===== config.mk =====
export PLATFORM = sky130hd
export DESIGN_NAME = l_path_motion_sequencer
export DESIGN_NICKNAME = d
export VERILOG_FILES = /design/src/hdl/lps_pkg.sv /design/src/hdl/l_path_motion_sequencer.sv /design/src/hdl/lps_core.sv
export SDC_FILE = /design/constraint.sdc
export NUM_CORES = 1
export LEC_CHECK = 0
export BUFFER_PORTS_ARGS = -buffer_cell sky130_fd_sc_hd__buf_2
export CAP_MARGIN = 30
export CORE_AREA = 2 2 184 186
export DETAILED_ROUTE_END_ITERATION = 8
export DIE_AREA = 0 0 186 188
export PLACE_DENSITY = 0.9
export REMOVE_ABC_BUFFERS = 1
export SLEW_MARGIN = 20
export SYNTH_ARGS = -nofsm -noshare
export SYNTH_HDL_FRONTEND = slang
export SYNTH_HIERARCHICAL = 1
export SYNTH_SLANG_ARGS = --single-unit

===== constraint.sdc =====
create_clock -name clk -period 13.2 [get_ports clk]
set_input_delay 0.66 -clock clk [delete_from_list [all_inputs] [get_ports clk]]
set_output_delay 0.66 -clock clk [all_outputs]
set_load 0.05 [all_outputs]

===== src/hdl/lps_pkg.sv =====
package lps_pkg;

	// motion phase
	typedef enum logic [1:0] {
		PH_IDLE   = 2'd0,
		PH_MOVE_X = 2'd1,
		PH_TURN   = 2'd2,
		PH_MOVE_Y = 2'd3
	} phase_t;

	// motor drive code
	typedef enum logic [1:0] {
		DRV_STOP = 2'd0,
		DRV_FWD  = 2'd1,
		DRV_REV  = 2'd2
	} drive_t;

	// event kind
	typedef enum logic [1:0] {
		FN_TICK   = 2'd0,
		FN_RIGHT  = 2'd1,
		FN_LEFT   = 2'd2,
		FN_TARGET = 2'd3
	} func_t;

	// configuration register indexes
	localparam logic CFG_CM_PER_PULSE = 1'b0;
	localparam logic CFG_TURN_MS      = 1'b1;

	localparam logic [7:0]  CPP_RESET  = 8'd69;
	localparam logic [15:0] TURN_RESET = 16'd550;

	// goal in cm against travel in hundredths: both wheels summed, so 2 * 100
	localparam int LEG_SCALE = 200;

	// width of the count fields on the result word
	localparam int OUT_CNT_W = 24;

	// one event word
	typedef struct packed {
		func_t              func;
		logic signed [15:0] target_x;
		logic signed [15:0] target_y;
	} evt_t;

	// one result word
	typedef struct packed {
		drive_t                 right_drive;
		drive_t                 left_drive;
		phase_t                 phase;
		logic [OUT_CNT_W-1:0]   right_count;
		logic [OUT_CNT_W-1:0]   left_count;
	} res_t;

endpackage


===== src/hdl/l_path_motion_sequencer.sv =====
// channel  | handshake            | payload
// event    | evt_valid, evt_stall | func, target_x, target_y
// result   | res_valid, res_stall | right_drive, left_drive, phase, right_count, left_count
// config   | cfg_we               | cfg_index, cfg_data
//
// one event word in and one result word out per cycle, sustained while the result side is not stalled
// an event passes the event register, then the state update into the result register
// the multiply-compare of the leg check sits between those two registers
// arst_n clears the valid flags and the sequencer state to idle and zero counts, config to 69 and 550
// a stalled result holds the event register; the event channel stalls only when both are full
module l_path_motion_sequencer import lps_pkg::*; #(
	parameter int COUNT_BITS = 24
) (
	input  logic        clk,
	input  logic        arst_n,
	input  logic        evt_valid,
	output logic        evt_stall,
	input  logic [1:0]  func,
	input  logic [15:0] target_x,
	input  logic [15:0] target_y,
	output logic        res_valid,
	input  logic        res_stall,
	output logic [1:0]  right_drive,
	output logic [1:0]  left_drive,
	output logic [1:0]  phase,
	output logic [23:0] right_count,
	output logic [23:0] left_count,
	input  logic        cfg_we,
	input  logic        cfg_index,
	input  logic [15:0] cfg_data
);

	logic        evt_valid_s1;
	evt_t        evt_s1;
	logic        res_valid_q;
	res_t        res_q;
	res_t        res_d;
	logic        advance;
	logic [7:0]  cpp_q;
	logic [15:0] turn_ms_q;

	// event register moves on when the result register is free or being taken
	assign advance   = evt_valid_s1 && (!res_valid_q || !res_stall);
	assign evt_stall = evt_valid_s1 && !advance;

	// config registers
	always_ff @(posedge clk or negedge arst_n) begin
		if (!arst_n) begin
			cpp_q     <= CPP_RESET;
			turn_ms_q <= TURN_RESET;
		end else if (cfg_we) begin
			unique case (cfg_index)
				CFG_CM_PER_PULSE: cpp_q     <= cfg_data[7:0];
				CFG_TURN_MS:      turn_ms_q <= cfg_data;
			endcase
		end
	end

	// event register
	always_ff @(posedge clk or negedge arst_n) begin
		if (!arst_n) begin
			evt_valid_s1 <= 1'b0;
		end else if (!evt_stall) begin
			evt_valid_s1 <= evt_valid;
		end
	end

	always_ff @(posedge clk) begin
		if (evt_valid && !evt_stall) begin
			evt_s1.func     <= func_t'(func);
			evt_s1.target_x <= target_x;
			evt_s1.target_y <= target_y;
		end
	end

	lps_core #(
		.COUNT_BITS(COUNT_BITS)
	) u_core (
		.clk         (clk),
		.arst_n      (arst_n),
		.step_en     (advance),
		.evt         (evt_s1),
		.cm_per_pulse(cpp_q),
		.turn_ms     (turn_ms_q),
		.res         (res_d)
	);

	// result register
	always_ff @(posedge clk or negedge arst_n) begin
		if (!arst_n) begin
			res_valid_q <= 1'b0;
		end else if (advance) begin
			res_valid_q <= 1'b1;
		end else if (!res_stall) begin
			res_valid_q <= 1'b0;
		end
	end

	always_ff @(posedge clk) begin
		if (advance) begin
			res_q <= res_d;
		end
	end

	assign res_valid   = res_valid_q;
	assign right_drive = res_q.right_drive;
	assign left_drive  = res_q.left_drive;
	assign phase       = res_q.phase;
	assign right_count = res_q.right_count;
	assign left_count  = res_q.left_count;

endmodule


===== src/hdl/lps_core.sv =====
module lps_core import lps_pkg::*; #(
	parameter int COUNT_BITS = 24
) (
	input  logic        clk,
	input  logic        arst_n,
	input  logic        step_en,
	input  evt_t        evt,
	input  logic [7:0]  cm_per_pulse,
	input  logic [15:0] turn_ms,
	output res_t        res
);

	localparam int PW = (COUNT_BITS + 9 > 23) ? COUNT_BITS + 9 : 23;
	localparam logic [COUNT_BITS-1:0] CNT_MAX = '1;

	phase_t                  phase_q;
	logic [COUNT_BITS-1:0]   right_q;
	logic [COUNT_BITS-1:0]   left_q;
	logic signed [15:0]      goal_x_q;
	logic signed [15:0]      goal_y_q;
	logic [15:0]             turn_q;

	// state after the event is applied
	phase_t                  phase_e;
	logic [COUNT_BITS-1:0]   right_e;
	logic [COUNT_BITS-1:0]   left_e;
	logic signed [15:0]      goal_x_e;
	logic signed [15:0]      goal_y_e;
	logic [15:0]             turn_e;

	// state after the phase logic
	phase_t                  phase_d;
	logic [COUNT_BITS-1:0]   right_d;
	logic [COUNT_BITS-1:0]   left_d;
	logic [15:0]             turn_d;
	drive_t                  right_drv;
	drive_t                  left_drv;

	logic signed [15:0]      leg_goal;
	logic [COUNT_BITS:0]     edge_sum;
	logic [PW-1:0]           travel;
	logic [PW-1:0]           reach;
	logic                    leg_done;
	logic [COUNT_BITS+OUT_CNT_W-1:0] right_pad;
	logic [COUNT_BITS+OUT_CNT_W-1:0] left_pad;

	// apply the event
	always_comb begin
		phase_e  = phase_q;
		right_e  = right_q;
		left_e   = left_q;
		goal_x_e = goal_x_q;
		goal_y_e = goal_y_q;
		turn_e   = turn_q;
		unique case (evt.func)
			FN_TICK: begin
				if (phase_q == PH_TURN && turn_q != 16'hFFFF) begin
					turn_e = turn_q + 16'd1;
				end
			end
			FN_RIGHT: begin
				if (right_q != CNT_MAX) begin
					right_e = right_q + COUNT_BITS'(1);
				end
			end
			FN_LEFT: begin
				if (left_q != CNT_MAX) begin
					left_e = left_q + COUNT_BITS'(1);
				end
			end
			FN_TARGET: begin
				goal_x_e = evt.target_x;
				goal_y_e = evt.target_y;
				right_e  = '0;
				left_e   = '0;
				phase_e  = PH_MOVE_X;
			end
		endcase
	end

	// leg distance check, one travel multiplier and one goal scaling shared by both legs
	always_comb begin
		leg_goal = (phase_e == PH_MOVE_Y) ? goal_y_e : goal_x_e;
		edge_sum = {1'b0, right_e} + {1'b0, left_e};
		travel   = PW'(edge_sum) * PW'(cm_per_pulse);
		reach    = PW'(leg_goal[14:0]) * PW'(LEG_SCALE);
		leg_done = leg_goal[15] || (leg_goal == 16'sd0) || (travel >= reach);
	end

	// phase logic, at most one change per event
	always_comb begin
		phase_d   = phase_e;
		right_d   = right_e;
		left_d    = left_e;
		turn_d    = turn_e;
		right_drv = DRV_STOP;
		left_drv  = DRV_STOP;
		unique case (phase_e)
			PH_MOVE_X: begin
				if (leg_done) begin
					right_d = '0;
					left_d  = '0;
					turn_d  = '0;
					phase_d = PH_TURN;
				end else begin
					right_drv = DRV_FWD;
					left_drv  = DRV_FWD;
				end
			end
			PH_TURN: begin
				if (turn_e >= turn_ms) begin
					right_d = '0;
					left_d  = '0;
					phase_d = PH_MOVE_Y;
				end else begin
					right_drv = DRV_FWD;
					left_drv  = DRV_REV;
				end
			end
			PH_MOVE_Y: begin
				if (leg_done) begin
					right_d = '0;
					left_d  = '0;
					phase_d = PH_IDLE;
				end else begin
					right_drv = DRV_FWD;
					left_drv  = DRV_FWD;
				end
			end
			PH_IDLE: begin
			end
		endcase
	end

	// result word, counts shown at the output width
	always_comb begin
		right_pad       = {{OUT_CNT_W{1'b0}}, right_d};
		left_pad        = {{OUT_CNT_W{1'b0}}, left_d};
		res.right_drive = right_drv;
		res.left_drive  = left_drv;
		res.phase       = phase_d;
		res.right_count = right_pad[OUT_CNT_W-1:0];
		res.left_count  = left_pad[OUT_CNT_W-1:0];
	end

	// sequencer state
	always_ff @(posedge clk or negedge arst_n) begin
		if (!arst_n) begin
			phase_q  <= PH_IDLE;
			right_q  <= '0;
			left_q   <= '0;
			goal_x_q <= '0;
			goal_y_q <= '0;
			turn_q   <= '0;
		end else if (step_en) begin
			phase_q  <= phase_d;
			right_q  <= right_d;
			left_q   <= left_d;
			goal_x_q <= goal_x_e;
			goal_y_q <= goal_y_e;
			turn_q   <= turn_d;
		end
	end

endmodule


Word level (Yosys, flattened, before mapping)
Index checks and enable logic that the tools add are counted.
{"block": "classes", "n_lt_le_gt_ge": 2, "muxes": 29, "mul": 2, "n_eq_ne": 11, "n_bitwise": 1, "addsub": 4, "n_reduce_logical": 16}
{"operator": "case mux 24 bit (2 select lines)", "count": 4}
{"operator": "2-to-1 mux 24 bit", "count": 6}
{"operator": "2-to-1 mux 16 bit", "count": 7}
{"operator": "adder 24 x 1 -> 24 bit (second input constant)", "count": 2}
{"operator": "!= test 24 bit (second input constant)", "count": 2}
{"operator": ">= comparator 33 x 23 -> 1 bit", "count": 1}
{"operator": "multiplier 25 x 8 -> 33 bit", "count": 1}
{"operator": "adder 24 x 24 -> 25 bit", "count": 1}
{"operator": "multiplier 15 x 5 -> 20 bit (second input constant)", "count": 1}
{"operator": "adder 16 x 1 -> 16 bit (second input constant)", "count": 1}
{"operator": ">= comparator 16 bit", "count": 1}
{"operator": "zero test 16 bit", "count": 1}
{"operator": "!= test 16 bit (second input constant)", "count": 1}
{"operator": "== test 2 bit (second input constant)", "count": 5}
{"operator": "2-to-1 mux 2 bit", "count": 5}
{"operator": "case mux 2 bit (2 select lines)", "count": 2}
{"operator": "case mux 2 bit (3 select lines)", "count": 1}
{"operator": "== test 2 x 1 -> 1 bit (second input constant)", "count": 2}
{"operator": "logical AND 1 bit", "count": 4}
{"operator": "zero test 1 bit", "count": 4}
{"operator": "2-to-1 mux 1 bit", "count": 4}
{"operator": "AND reduction 2 bit", "count": 2}
{"operator": "logical OR 1 bit", "count": 3}
{"operator": "zero test 2 bit", "count": 1}
{"operator": "3 further kinds", "count": 3}
{"block": "totals", "reg_bits": 212, "out_inout_bits": 56, "word_cells": 83}

Longest topological paths before layout
Gate-level depths: netlist of run 1.
{"block": "depth", "depth_word": 9, "ltp_mapped": 48, "ltp_nobuf": 44}

Modules after synthesis
Netlist of run 1, hierarchy kept.
{"module": "lps_core", "instances": 1, "cells_each": 2058, "area_per_inst_um2": 17042.6, "seq_area_each_um2": 2452.4}
{"module": "l_path_motion_sequencer", "instances": 1, "cells_each": 148, "area_per_inst_um2": 3724.8, "seq_area_each_um2": 3301.9}

Worst setup path before layout of run 1
No wires, ideal clock.
{"block": "synth_timing", "path_type": "reg2reg", "startpoint": "register u_core.right_q[4]", "endpoint": "register res_q (netlist bit left_count[10]) (data pin)", "setup_slack_ns": 2.979, "arrival_ns": 9.964, "stages_incl_launch_ff": 44, "synth_period_minus_slack_ns": 10.221, "setup_time_ns": 0.257, "cell_sequence": "dfrtp_1 > nand4_1 > or4_1 > clkbuf_1 > o41a_1 > nand3_1 > nor3_1 > xnor2_1 > nor2_1 > ha_1 > a21o_1 > a21oi_1 > nor3b_1 > a211oi_1 > or3_1 > a21oi_1 > xnor2_1 > and2_1 > (+8 left out) > o211ai_1 > o21ai_0 > o211ai_2 > nand2_1 > xor2_1 > ha_1 > nand4_1 > or4b_2 > nor4_1 > a2111oi_1 > nand4_1 > nor2_1 > and4b_1 > clkbuf_2 > a31oi_4 > buf_6 > buf_2 > nor2_1"}
{"element": "from (decl)", "line": "lps_core.sv:17", "source": "logic [COUNT_BITS-1:0] right_q;"}
{"element": "from (signal assigned)", "line": "lps_core.sv:157", "source": "right_q <= right_d;"}
{"element": "to (signal assigned)", "line": "l_path_motion_sequencer.sv:101", "source": "res_q <= res_d;"}
{"element": "to (decl)", "line": "l_path_motion_sequencer.sv:36", "source": "res_t res_q;"}

==> reports/metrics.cfg, run 1 <==
[outcome]
status = finished, final reports clean

[timing]
fmax_mhz = 80.5
setup_viol = 0
relSlewSlack_pct = 34.7
fin_setup_tns_ps = 0
finalCritPeriodShare_pct = 94.1
worstMarginPinSlew_ps = 956
setup_slack_ps = 776
grt_setup_unrepaired = no
hold_viol = 0
slew_viol_final = 0
min_period_ps = 12420
hold_ws_ps = 183
skew_ps = 27.4

[yosys]
synth-async-reset-ratio_pct = 58.5
avgSynthCellArea_um2 = 9.41
netlist_instances = 2206
ys_seq_area_share_pct = 27.7
synth_area_leaders = fa_1 14%, dfrtp_1 14%, edfxtp_1 13%
synth_edf_count = 88
ys_warn_count = 6
synth_cell_types = 82
synth_top_area_share_pct = 14.4
synth_flop_cell = dfrtp_1
ys_ff_latch = 212
synth_top_area_cell = fa_1
syn-cell-area_mm2 = 0.0208

[layout]
antennaDiodeCount = 0
area_growth_syn_to_layout_pct = 7.76
fill_cells = 2387
final_area_mm2 = 0.0224
nNetsFinal = 2636
drive_above_1_share_pct = 12.4

[run]
cap_violations = 0

[global_route]
antenna_found_initial = 0
grt_max_degree = 79
grt_usage_pct = 29.8
grt_overflow_total = 0
grt_pass1_wl_mm = 84.4
grt_pass1_vias = 17242

[drt]
ant_nets = 0
drt_wl_total_mm = 50.7
wire_per_inst_um = 18.6
topRoutingLayerUsed = met4
wl_met3_mm = 3.95
route.detailed.drc = 0
drt_iter0_markers = 1531
drt-met1-wl_mm = 20.1
vias = 16731
dr.pass1.iters = 6
routed_via_density = 6.14
dr_wl_met2_mm = 24.5

[die]
fp.dieH_um = 188
initial_core_util_pct = 62.7
io_pins = 112
fp.dieW_um = 186
design.core.area_mm2 = 0.0331
die-area_mm2 = 0.0350
num_rows = 67

[placement]
gpl.final_weighted_congestion = 0.939
dpl_cell_area_mm2 = 0.0216
preCtsSetupSlack_ps = 1020
dp_hpwl_mm = 37.0
portBuffers = 111

[clock_network]
cts.sinks = 212
clkLatencyLatePin_ps = 550
clockBufferDepth = 3
ctsResizeCount = 0
cts_max_level = 1
cts_setup_buffers = 0
cts.hold.buffers_added = 0
clk_pin_slew_worst_paths_ps = 60
cts_buffers = 23
cts_root_buf = clkbuf_16
tritoncts = built

[power_and_ir_drop]
p_per_area_mw_per_mm2 = 148
leakagePower_nw = 11.0
irDropWorstVdd_mv = 0.138

[worst_setup_path]
cp-start-kind = flip-flop
criticalPathCategory = flip-flop to flip-flop
crit_buf_inv = 4
endpoint_kind = flip-flop
cp_slowest_stage_delay_ps = 690
r2r_cells = 39
cp_top_family = simple AND/OR/NAND/NOR gates
crit_arrival_ps = 12710
critPathSlowestCell = a31oi_4
critPathRequiredTime_ps = 13480
cp_max_fo = 78
cp_num_cells = 39
cpMostUsedCell = fa_1

[worst_hold_path]
hp-class = primary input to asynchronous set/reset pin

## report_power, final
part           total, mW  switching (mW)  internal [mW]
logic               1.84            1.12          0.720
registers          0.836          0.0631          0.773
clock network      0.637           0.274          0.363
## cell usage in the layout (no fill, tap or decap), types with 9 or more instances in the layout
cell type  count
o211ai_1      11
inv_1        264
dfrtp_1      117
a31oi_1       16
nand3_1       53
buf_4         16
o31ai_1       12
mux2_4        18
or4_1         10
edfxtp_1      88
o21a_1        26
nand2_1      234
xor2_1        55
a21oi_1       62
fa_1         149
a211oi_1      18
nor3b_1        9
a21o_1        38
buf_2        111
xnor2_1       67
mux2_2        40
and3_1        16
mux2i_1       26
and2_1       126
nor2_1       177
nor2b_1       10
nand4_1       21
nand2b_1      27
ha_1         173
o41ai_2       34
or3_1         10
nor3_1        43
clkbuf_16     23
o21ai_0       39
## path summary, 6_finish.rpt
path | startpoint | end | slack, ps
min in group clk | target_y[7] | evt_s1[7]$_DFFE_PP_ | 300
worst min-delay path | arst_n | u_core/right_q[6]$_DFFE_PN0P_ | 180
max in group asynchronous | arst_n | turn_ms_q[9]$_DFFE_PN1P_ | 11870
worst max register to register | u_core/right_q[4]$_DFFE_PN0P_ | right_count[17]$_DFFE_PP_ | 780
worst max-delay path | u_core/right_q[4]$_DFFE_PN0P_ | right_count[17]$_DFFE_PP_ | 780
worst min register to register | evt_s1[12]$_DFFE_PP_ | u_core/goal_y_q[12]$_DFFE_PN0P_ | 480
## logic make-up after synthesis
kind of cell | synth area share, %
compound gates | 12.7
mux | 4.78
xor+xnor | 5.15
other cells | 0.0181
simple gates | 17.9
buf+inv | 6.95
fa+ha+maj | 24.8
flops | 27.7
## per-stage QoR
step,utilization (%),instances,power (mW)
final,67.6,2723,3.31
after global routing,67.6,2723,3.58
after CTS,67.5,2722,3.30
after detailed placement,65.3,2680,2.63
after global placement,65.2,2679,2.53
after floorplan,-,2104,2.16
## area by class of cell
type	instances	area, um2	area share, %
Clock inverter	10	103	0.458
Tap cell	448	561	2.50
Timing Repair Buffer	129	723	3.23
Sequential cell	212	5750	25.7
Clock buffer	32	639	2.86
Multi-Input combinational cell	1628	13600	60.8
Inverter	264	991	4.43
## cell usage after synthesis, types with 9 or more instances
cell type,count
nor2b_1,10
nand3_1,53
a21oi_1,62
mux2_4,18
or3_1,10
and2_1,127
nand2_1,235
o211ai_1,11
fa_1,149
xnor2_1,67
nand2b_1,27
nor3_1,43
xor2_1,55
o21ai_0,39
edfxtp_1,88
mux2i_1,26
nand4_1,21
clkbuf_1,77
mux2_2,40
inv_1,264
o21a_1,26
and3_1,16
o31ai_1,12
nor2_1,177
or4_1,10
a211oi_1,18
ha_1,173
dfrtp_1,117
a21o_1,38
o41ai_2,34
nor3b_1,9
buf_2,9
a31oi_1,17
## sequential cells by signal, summed over array words and instances (netlist names)
name,cells
right_drive,2
left_count,24
u_core/turn_q,16
res_valid,1
u_core/goal_y_q,16
u_core/left_q,24
turn_ms_q,16
evt_s1,34
u_core/right_q,24
cpp_q,8
evt_valid_s1,1
left_drive,2
u_core/goal_x_q,16
u_core/phase_q,2
right_count,24
phase,2
## layer usage
layer,vias to the layer above,GRT usage (%)
met5,-,0
met4,0,12.4
met3,164,4.66
met2,855,49.5
met1,8132,38.7
li1,7580,-
No activity file was read; power rests on OpenSTA's default activity.
==> inputs of run 2 (changes only) <==
Settings changed: CELL_PAD_IN_SITES_DETAIL_PLACEMENT set to 1, CELL_PAD_IN_SITES_GLOBAL_PLACEMENT set to 2, CORE_AREA 2 2 184 186 to 2 2 229 231, DIE_AREA 0 0 186 188 to 0 0 231 233.
==> reports/metrics.cfg, run 2 (synthesis gave the netlist of run 1 again) <==
[layout]
stdcell_count = 2963
drive_above_1_share_pct = 12.7
most-common-layout-cells = 264 x inv_1, 234 x nand2_1, 176 x nor2_1, 173 x ha_1, 149 x fa_1
nNetsFinal = 2642
largest_reg_flops = 34
largest_register = evt_s1
antennaDiodeCount = 0
area_growth_syn_to_layout_pct = 9.71
final_area_mm2 = 0.0228
final_common_cell = inv_1

[power_and_ir_drop]
irDropWorstVdd_mv = 0.145
cell_internal_pwr_mw = 1.90
p_comb_share_pct = 54.6
switching_share_pct = 43.7
clock_power_share_pct = 20.6
power_frac_seq_pct = 24.8
p_switching_mw = 1.47
leakagePower_nw = 11.0
p_per_area_mw_per_mm2 = 148

[global_route]
grt_pass1_vias = 17604
antenna_found_initial = 0
grt_usage_pct = 22.3
grt_pass1_wl_mm = 96.4
grt_max_degree = 97
grt_overflow_total = 0

[clock_network]
cts_buffers = 25
cts_max_level = 1
cts.sinks = 212
ctsResizeCount = 0
clkLatencyLatePin_ps = 550
tritoncts = built
cts.hold.buffers_added = 0
cts_setup_buffers = 0
clk_pin_slew_worst_paths_ps = 60
clockBufferDepth = 3
cts_root_buf = clkbuf_16

[worst_setup_path]
cpMostUsedCell = fa_1
cp_slowest_stage_delay_ps = 660
critPathSlowestCell = or4b_2
cp-start-kind = flip-flop
crit_arrival_ps = 12460
endpoint_kind = flip-flop
criticalPathCategory = flip-flop to flip-flop
critPathRequiredTime_ps = 13470
cp_max_fo = 96

[timing]
worstMarginPinSlew_ps = 961
hold_viol = 0
skew_ps = 17.8
setup_viol = 0
fmax_mhz = 82.1
slew_viol_final = 0
fin_setup_tns_ps = 0
grt_setup_unrepaired = no
relSlewSlack_pct = 35.4
min_period_ps = 12180
finalCritPeriodShare_pct = 92.3

[worst_hold_path]
hp-class = primary input to asynchronous set/reset pin

[drt]
routed_via_density = 5.49
topRoutingLayerUsed = met4
dr.pass1.iters = 5
wire_per_inst_um = 20.1
route.detailed.drc = 0
wl_met3_mm = 1.80
drt-met1-wl_mm = 27.8
drt_wl_total_mm = 59.5
vias = 16270
drt_iter0_markers = 765
dr_wl_met2_mm = 28.8
ant_nets = 0

[placement]
dp_hpwl_mm = 45.7
dpl.cell_count = 2914
gpl.final_weighted_congestion = 0.856
dpl_cell_area_mm2 = 0.0219
portBuffers = 111

[die]
die-area_mm2 = 0.0538
fp.dieW_um = 231
io_pins = 112
design.core.area_mm2 = 0.0511
fp.dieH_um = 233
initial_core_util_pct = 40.6
num_rows = 83

[outcome]
status = finished, final reports clean

[run]
cap_violations = 0

## run 2: changes by cell type in the layout (fill, tap and decap cells not counted), sizes merged
cell    before  now
buf        129  133
clkinv       6    8
bufinv       1    2
clkbuf      32   33
## run 2: power by group through the flow
| stage | Sequential (mW) | Combinational (mW) | Clock (mW) |
|---|---|---|---|
| detailed placement | 0.847 | 1.85 | 0 |
| finish | 0.836 | 1.84 | 0.695 |
| CTS | 0.837 | 1.86 | 0.713 |
| global placement | 0.842 | 1.75 | 0 |
| floorplan | 0.890 | 1.27 | 0 |
| global route | 0.847 | 2.08 | 0.737 |
## run 2: cell type report
| class | count | area (um2) |
|---|---|---|
| Clock inverter | 13 | 123 |
| Inverter | 264 | 991 |
| Clock buffer | 33 | 687 |
| Sequential cell | 212 | 5750 |
| Tap cell | 680 | 851 |
| Multi-Input combinational cell | 1628 | 13600 |
| Timing Repair Buffer | 133 | 773 |
| Fill cell | 5896 | 28300 |
## run 2: critical path, delay by kind of cell, from the launching register on
kind	cells	cell delay, ps
flip-flops	1	450
buffers and inverters	4	610
AND/OR/NAND/NOR	14	3440
AO/OA/AOI/OAI	12	3440
adder cells (fa/ha/maj)	7	3240
XOR/XNOR	2	620
## run 2: final timing paths
path,end,depth (start not counted),from,slack [ps]
worst max-delay path,right_count[5]$_DFFE_PP_,39,u_core/right_q[4]$_DFFE_PN0P_,1020
worst min-delay path,u_core/left_q[11]$_DFFE_PN0P_,1,arst_n,80
worst max register to register,right_count[5]$_DFFE_PP_,39,u_core/right_q[4]$_DFFE_PN0P_,1020
worst min register to register,u_core/goal_y_q[12]$_DFFE_PN0P_,1,evt_s1[12]$_DFFE_PP_,480
max in group asynchronous,turn_ms_q[1]$_DFFE_PN1P_,3,arst_n,12000
min in group clk,evt_s1[14]$_DFFE_PP_,1,target_y[14],280
## run 2: per-stage QoR
step                hold WS, ps  utilization, %  worst slack, ps  power (mW)
finish                     81.5            44.6             1020        3.38
global route                123            44.6              340        3.67
CTS                         108            44.5             1180        3.41
detailed placement          471            42.9             1230        2.69
global placement            460            42.9             1590        2.59
floorplan                   364               -              424        2.16
## run 2: metal layers
metal  global-route usage (%)  up-vias
li1                         -     7589
met1                     30.6     8327
met2                     38.2      290
met3                     1.91       64
met4                     5.02        0
met5                        0        -
==> inputs of run 3 (changes only) <==
Settings changed: CORE_AREA 2 2 229 231 to 2 2 163 324, DIE_AREA 0 0 231 233 to 0 0 165 326, PLACE_DENSITY 0.9 to not set, PLACE_DENSITY_LB_ADDON set to 0.1.
==> reports/metrics.cfg, run 3 (synthesis gave the netlist of run 1 again) <==
[worst_setup_path]
reg2reg_slack_ps = 840
criticalPathCategory = flip-flop to flip-flop
cp-start-kind = flip-flop
crit_arrival_ps = 12650
cp_top_family = compound AO/OA/AOI/OAI gates
crit_buf_inv = 4
cpMostUsedCell = fa_1
critPathSlowestCell = a211oi_1
r2r_cells = 39
endpoint_kind = flip-flop
cp_slowest_stage_delay_ps = 660
cp_max_fo = 18
reg2reg_from = u_core/right_q[4]$_DFFE_PN0P_
r2r-end = right_count[6]$_DFFE_PP_
critPathRequiredTime_ps = 13490

[die]
initial_core_util_pct = 40.3
io_pins = 112
die-area_mm2 = 0.0538
fp.dieW_um = 165
design.core.area_mm2 = 0.0515
num_rows = 118
fp.dieH_um = 326

[layout]
fill_cells = 5894
largest_register = evt_s1
multi_input_area_mm2 = 0.0136
most-common-layout-cells = 264 x inv_1, 234 x nand2_1, 176 x nor2_1, 173 x ha_1, 149 x fa_1
seq_area_mm2 = 0.00575
final_area_mm2 = 0.0229
area_growth_syn_to_layout_pct = 10.0
nNetsFinal = 2653
antennaDiodeCount = 0
drive_above_1_share_pct = 13.2
largest_reg_flops = 34
final_common_cell = inv_1

[drt]
routed_via_density = 5.57
vias = 16428
dr_wl_met2_mm = 39.8
wire_per_inst_um = 23.3
drt_wl_total_mm = 68.7
drt_iter0_markers = 509
topRoutingLayerUsed = met4
drt-met1-wl_mm = 23.4
wl_met3_mm = 1.61
dr.pass1.iters = 4
ant_nets = 0
route.detailed.drc = 0

[placement]
gpl.final_weighted_congestion = 0.898
dp_hpwl_mm = 55.2
preCtsSetupSlack_ps = 966
portBuffers = 111
dpl_cell_area_mm2 = 0.0220

[global_route]
antenna_found_initial = 0
grt_pass1_wl_mm = 106
grt_max_degree = 79
grt_usage_pct = 26.2
grt_pass1_vias = 18564
grt_overflow_total = 0

[clock_network]
ctsResizeCount = 0
cts.hold.buffers_added = 0
cts.sinks = 212
cts_max_level = 1
clockBufferDepth = 3
cts_root_buf = clkbuf_16
cts_setup_buffers = 0
cts_buffers = 22
clkLatencyLatePin_ps = 550
tritoncts = built
clk_pin_slew_worst_paths_ps = 60

[timing]
fin_setup_tns_ps = 0
worstMarginPinSlew_ps = 929
fmax_mhz = 80.9
slew_viol_final = 0
finalCritPeriodShare_pct = 93.7
grt_setup_unrepaired = no
setup_viol = 0
hold_viol = 0
setup_slack_ps = 838
skew_ps = 14.3
relSlewSlack_pct = 37.6
min_period_ps = 12360

[power_and_ir_drop]
leakagePower_nw = 11.1
irDropWorstVdd_mv = 0.149
p_per_area_mw_per_mm2 = 154
finalPower_mw = 3.52

[outcome]
status = finished, final reports clean

[worst_hold_path]
hp-class = primary input to asynchronous set/reset pin

[run]
cap_violations = 0

## run 3: routing by layer
metal	global-route usage, %	vias up
li1	-	7588
met1	25.5	8392
met2	52.9	301
met3	2.34	147
met4	12.7	0
met5	0	-
## run 3: final cells by class
cell class                      count  share of cell area (%)
Multi-Input combinational cell   1628                    59.5
Sequential cell                   212                    25.2
Inverter                          264                    4.34
Timing Repair Buffer              147                    3.84
Tap cell                          660                    3.61
Clock buffer                       27                    2.54
Clock inverter                     13                   0.942
## run 3: stage by stage
step                hold slack, ps  util [%]  std cells
floorplan                      364         -       2104
global placement               457      42.7       2907
detailed placement             464      42.7       2908
CTS                            180      44.3       2948
global route                   216      44.3       2951
finish                         129      44.3       2951
## run 3: where the power goes
part / internal (mW) / switching [mW]
Clock: 0.414 / 0.280
Combinational: 0.745 / 1.24
Sequential: 0.773 / 0.0653
## run 3: worst max path at each step
| stage | from | cells after the start | to | slack, ps |
|---|---|---|---|---|
| 2_1_floorplan | evt_s1[32]$_DFFE_PP_ | 34 | u_core/left_q[1]$_DFFE_PN0P_ | 420 |
| 3_3_place_gp | u_core/left_q[9]$_DFFE_PN0P_ | 37 | right_count[3]$_DFFE_PP_ | 1250 |
| 3_5_place_dp | u_core/right_q[5]$_DFFE_PN0P_ | 38 | right_count[3]$_DFFE_PP_ | 970 |
| 4_1_cts | u_core/right_q[4]$_DFFE_PN0P_ | 39 | right_count[6]$_DFFE_PP_ | 890 |
| 5_1_grt | u_core/right_q[4]$_DFFE_PN0P_ | 39 | right_count[6]$_DFFE_PP_ | 80 |
| 6_report | u_core/right_q[4]$_DFFE_PN0P_ | 39 | right_count[6]$_DFFE_PP_ | 840 |
